--- src/pcpf_pkg.sv ---
package pcpf_pkg;

  // default sizes of the site store and of the item fields
  localparam int MAX_SITES_DEF    = 64;
  localparam int COORD_BITS_DEF   = 24;
  localparam int RESIDUE_BITS_DEF = 16;

  // distance register and its square
  localparam int DIST_BITS = 16;
  localparam int SQ_BITS   = 2 * DIST_BITS;
  localparam logic [DIST_BITS-1:0] MAX_DIST_RESET = 16'd640;

  // sequencer states
  typedef enum logic [1:0] {
    ST_IDLE,
    ST_SCAN,
    ST_DRAIN,
    ST_FLUSH
  } pcpf_state_e;

  // tag that follows one store read down the distance pipeline
  typedef struct packed {
    logic valid;
    logic last;
  } pcpf_tag_t;

  // verdict for one stored site
  typedef struct packed {
    logic valid;
    logic match;
    logic last;
  } pcpf_hit_t;

endpackage

--- src/pcpf_dist_pipe.sv ---
module pcpf_dist_pipe
  import pcpf_pkg::*;
#(
  parameter int COORD_BITS   = COORD_BITS_DEF,
  parameter int RESIDUE_BITS = RESIDUE_BITS_DEF
) (
  input  logic                           clk_i,
  input  logic                           rst_ni,
  input  pcpf_tag_t                      req_i,
  input  logic        [RESIDUE_BITS-1:0] site_res_i,
  input  logic signed [COORD_BITS-1:0]   site_x_i,
  input  logic signed [COORD_BITS-1:0]   site_y_i,
  input  logic signed [COORD_BITS-1:0]   site_z_i,
  input  logic signed [COORD_BITS-1:0]   new_x_i,
  input  logic signed [COORD_BITS-1:0]   new_y_i,
  input  logic signed [COORD_BITS-1:0]   new_z_i,
  input  logic        [SQ_BITS-1:0]      lim_i,
  output pcpf_hit_t                      hit_o,
  output logic        [RESIDUE_BITS-1:0] hit_res_o
);

  // difference width: one bit over the coordinates, at least enough to see 65535
  localparam int AW = (COORD_BITS + 1 > DIST_BITS + 1) ? COORD_BITS + 1 : DIST_BITS + 1;
  localparam int SUM_BITS = SQ_BITS + 2;

  pcpf_tag_t tag0_q, tag1_q, tag2_q;
  pcpf_hit_t hit_q;

  logic signed [AW-1:0] dx, dy, dz;
  logic        [AW-1:0] ax, ay, az;
  logic                 far;

  logic [DIST_BITS-1:0]    ax_q, ay_q, az_q;
  logic                    far1_q, far2_q;
  logic [RESIDUE_BITS-1:0] res1_q, res2_q, res3_q;
  logic [SQ_BITS-1:0]      sx_q, sy_q, sz_q;
  logic [SUM_BITS-1:0]     sum;

  // tags line up with the registered store data, then follow each stage
  always_ff @(posedge clk_i or negedge rst_ni) begin
    if (!rst_ni) begin
      tag0_q <= '0;
      tag1_q <= '0;
      tag2_q <= '0;
      hit_q  <= '0;
    end else begin
      tag0_q      <= req_i;
      tag1_q      <= tag0_q;
      tag2_q      <= tag1_q;
      hit_q.valid <= tag2_q.valid;
      hit_q.last  <= tag2_q.last;
      hit_q.match <= tag2_q.valid && !far2_q && (sum <= SUM_BITS'(lim_i));
    end
  end

  // axis differences and magnitudes
  always_comb begin
    dx  = AW'(new_x_i) - AW'(site_x_i);
    dy  = AW'(new_y_i) - AW'(site_y_i);
    dz  = AW'(new_z_i) - AW'(site_z_i);
    ax  = dx[AW-1] ? AW'(-dx) : AW'(dx);
    ay  = dy[AW-1] ? AW'(-dy) : AW'(dy);
    az  = dz[AW-1] ? AW'(-dz) : AW'(dz);
    far = (|ax[AW-1:DIST_BITS]) || (|ay[AW-1:DIST_BITS]) || (|az[AW-1:DIST_BITS]);
  end

  // stage 1: magnitudes, stage 2: squares
  always_ff @(posedge clk_i) begin
    ax_q   <= ax[DIST_BITS-1:0];
    ay_q   <= ay[DIST_BITS-1:0];
    az_q   <= az[DIST_BITS-1:0];
    far1_q <= far;
    res1_q <= site_res_i;
    sx_q   <= ax_q * ax_q;
    sy_q   <= ay_q * ay_q;
    sz_q   <= az_q * az_q;
    far2_q <= far1_q;
    res2_q <= res1_q;
    res3_q <= res2_q;
  end

  // stage 3: squared distance against the limit
  assign sum = SUM_BITS'(sx_q) + SUM_BITS'(sy_q) + SUM_BITS'(sz_q);

  assign hit_o     = hit_q;
  assign hit_res_o = res3_q;

endmodule

--- config.mk ---
export PLATFORM = sky130hd
export DESIGN_NAME = pcpf_dist_pipe
export DESIGN_NICKNAME = d
export VERILOG_FILES = /design/src/pcpf_pkg.sv /design/src/pcpf_dist_pipe.sv
export SDC_FILE = /design/constraint.sdc
export NUM_CORES = 2
export LEC_CHECK = 0
export ABC_CLOCK_PERIOD_IN_PS = 11100
export BUFFER_PORTS_ARGS = -buffer_cell sky130_fd_sc_hd__buf_2
export CORE_ASPECT_RATIO = 0.8
export CORE_UTILIZATION = 65
export DETAILED_ROUTE_END_ITERATION = 8
export PLACE_DENSITY_LB_ADDON = 0.05
export RECOVER_POWER = 25
export SKIP_CTS_REPAIR_TIMING = 1
export SYNTH_ARGS = -nofsm -noshare
export SYNTH_HDL_FRONTEND = slang
export SYNTH_SLANG_ARGS = --single-unit
--- constraint.sdc ---
create_clock -name clk_i -period 11.1 [get_ports clk_i]
set_clock_uncertainty 0.15 [all_clocks]
set_input_delay 0.555 -clock clk_i [delete_from_list [all_inputs] [get_ports clk_i]]
set_output_delay 0.555 -clock clk_i [all_outputs]
set_load 0.005 [all_outputs]
==> metrics.md <==
| Metric | Value |
|---|---|
| Skew-Pair Late Insertion Delay | 460 ps |
| Slew Limit Fails | 0 |
| Final hold vios | 0 |
| FMAX | 135 MHz |
| Syn Area/Cell | a little under 9 um2 |
| Synth unique cells | 87 |
| Period utilization | 0.668 |
| Grt total ovfl | 0 |
| First-pass DRT Iterations | 5 |
| Die H | between 200 and 250 um |
| Final std cells w/o fill | roughly 4800 |
| Worst Path Required | 11350 ps |
| Reg2reg start | az_q[2] |
| Final setup viols | 0 |
| CTS Buf Count | 17 |
| Worst path arrival time | about 7700 ps |
| Synthesis-stage register bit count | 200 |
| Area grow syn2layout | 6.50% |
| Slew margin rel. | 0.363 |
| Number of global-route vias before repair | around 26000 |
| Vias per cell | 5.46 |
| Post-synth EDFFs | 0 |
| Post-Syn Instances | 3925 |
| CTS tree | yes |
| Share of layout cells above drive strength 1 | 0.0756 |
| TNS Setup | 0 ps |
| Largest net degree at the start of global routing | 22 |
| Dpl cells | 4748 |
| DRC | 0 |
| Fin util | 0.701 |
| Critical path class | flop to flop |
| Clk sinks | 200 |
| Final hold slack | 35.6 ps |
| Worst slew pin tran | between 900 and 1000 ps |
| Post-synth top area share | 0.302 |
| Gr usage total | 0.291 |
| Largest cells by area after synthesis | fa_1 30%, ha_1 16%, dfxtp_1 11% |
| # nets final | between 5000 and 6000 |
| Hold Crit Start | site_res_i[8] |
| Max_cap viols | 0 |
| Ys flop type | dfxtp_1 |
| First-pass GRT wire length | 127000 um |
| Outcome | finished, final reports clean |
| Clk slew on worst S/H paths | 80 ps |
| Row count | 75 |
| Synth Cell Area | approximately 0.035 mm2 |
| Clk buf depth | 2 |
| Die Area | ~0.054 mm2 |
| Synth top cells by count | 899 x inv_1, 521 x fa_1, 439 x ha_1 |
| H-tree lvl count | 4 |
| Root Buffer | clkbuf_16 |
| FF+latch area | 0.00405 mm2 |
| ANT cells | 0 |
| Post-route minimum period | 7420 ps |
| Multi-input gate area | roughly 0.027 mm2 |
| CP max FO | 17 |
| Dominant cell type by area after synthesis | fa_1 |
| Number of I/O port buffers | 214 |
| Via count | approximately 26000 |
| Final WL | 74800 um |
| HPWL after detailed placement | around 64000 um |
| Unrepaired setup endpoints after global routing | no |
| Routability congestion estimate | 0.950 |
| Launch point of the worst path | az_q[2] |
| Hold Crit Class | primary input to flop |
| DR iter-0 viols | 1592 |
| IO Pins | 215 |
| Register area share after synthesis | 0.117 |
| Post-route ant nets | 0 |
| Fill count | 4336 |
| YS warnings | 0 |
| Die width | 260 um |
| Asr flop ratio synth | 0.0450 |
| Startpoint Class | flop |
| Initial Util | 0.658 |
| WL/cell | 15.6 um |
| Initial antenna violation count | 0 |
| Count leader, synth | inv_1 |
| Area of the core | 0.0525 mm2 |
| Critical Path End Type | flop |
-- stage by stage --
stage	worst slack [ps]	cell area, um2
after CTS	3780	36800
after global placement	3900	36200
after global routing	3350	36800
final	3680	36800
after detailed placement	3820	36200
after floorplan	4440	34500
-- cell type report --
| type | count | share of cell area |
|---|---|---|
| Timing Repair Buffer | 219 | 0.0302 |
| Inverter | 899 | 0.0918 |
| Sequential cell | 200 | 0.110 |
| Tap cell | 693 | 0.0236 |
| Clock inverter | 15 | 0.00476 |
| Clock buffer | 17 | 0.0116 |
| Multi-Input combinational cell | 2738 | 0.728 |
-- placed cells by master, fill, tap and decap left out, types with 8 or more instances in the layout --
cell	netlist	layout
inv_1	899	899
fa_1	521	521
ha_1	439	439
nand2_1	318	318
buf_2	6	214
dfxtp_1	191	191
a21oi_1	166	166
xnor2_1	155	155
nor2_1	153	153
and2_1	136	136
o21ai_0	100	100
a21o_1	80	80
xor2_1	64	64
nand3_1	44	44
nor2b_1	42	42
nor3_1	40	40
nand2b_1	32	32
a211oi_1	30	30
a31oi_1	27	27
or3_1	27	27
and3_1	25	25
o21a_1	24	24
nand4_1	24	24
o211ai_1	22	22
or2_2	20	20
o21bai_1	20	20
clkbuf_16	0	17
nor4_1	15	15
a211o_1	12	12
a31o_2	12	12
o31ai_1	13	12
nor3b_1	10	10
a21boi_0	9	9
o31a_1	9	9
o2111ai_1	9	9
dfrtp_1	9	9
a41oi_1	8	8
and4_1	8	8
nor4b_1	8	8
-- per-layer routing --
metal	global-route usage	wire length, um
met1	0.423	35400
met2	0.453	32900
met3	0.0501	4950
met4	0.0653	1500
met5	0	0
-- path summary, 6_finish.rpt --
kind                              to  slack (ps)  depth (start not counted)
hold reg to reg            res2_q[0]         180                          0
min in group asynchronous  tag1_q[1]         340                          2
setup reg to reg            sz_q[31]        3680                         25
setup / recovery            sz_q[31]        3680                         25
max in group asynchronous   hit_o[1]       10290                          2
hold / removal             res1_q[8]          40                          1
-- state kept, by name, indices dropped and copies added, names as in the netlist, 3 cells and up --
| name | flops |
|---|---|
| sx_q | 31 |
| sy_q | 31 |
| sz_q | 31 |
| ax_q | 16 |
| ay_q | 16 |
| az_q | 16 |
| hit_res_o | 16 |
| res1_q | 16 |
| res2_q | 16 |
| hit_o | 3 |
-- critical path, cell delays in order (launching register included) --
cell	delay [ps]
dfxtp_1	520
nand2_1	220
inv_1	80
fa_1	530
inv_1	60
fa_1	540
inv_1	50
fa_1	490
inv_1	50
fa_1	520
inv_1	50
fa_1	470
inv_1	50
fa_1	470
inv_1	40
ha_1	360
nand4_1	210
o311ai_0	870
o211ai_1	280
a31oi_1	520
a21oi_1	180
nor2b_1	170
o21bai_1	190
nand3_1	110
nand2_1	80
xnor2_1	110
-- cell families after synthesis --
| kind of cell | share of synthesized area |
|---|---|
| xor+xnor | 0.0560 |
| simple gates | 0.136 |
| other cells | 0.000109 |
| flops | 0.117 |
| mux | 0.00283 |
| buf+inv | 0.108 |
| compound gates | 0.119 |
| fa+ha+maj | 0.461 |
Power is not shown: default switching activity piles up to over one toggle a cycle in this logic, so the estimate is an artifact.
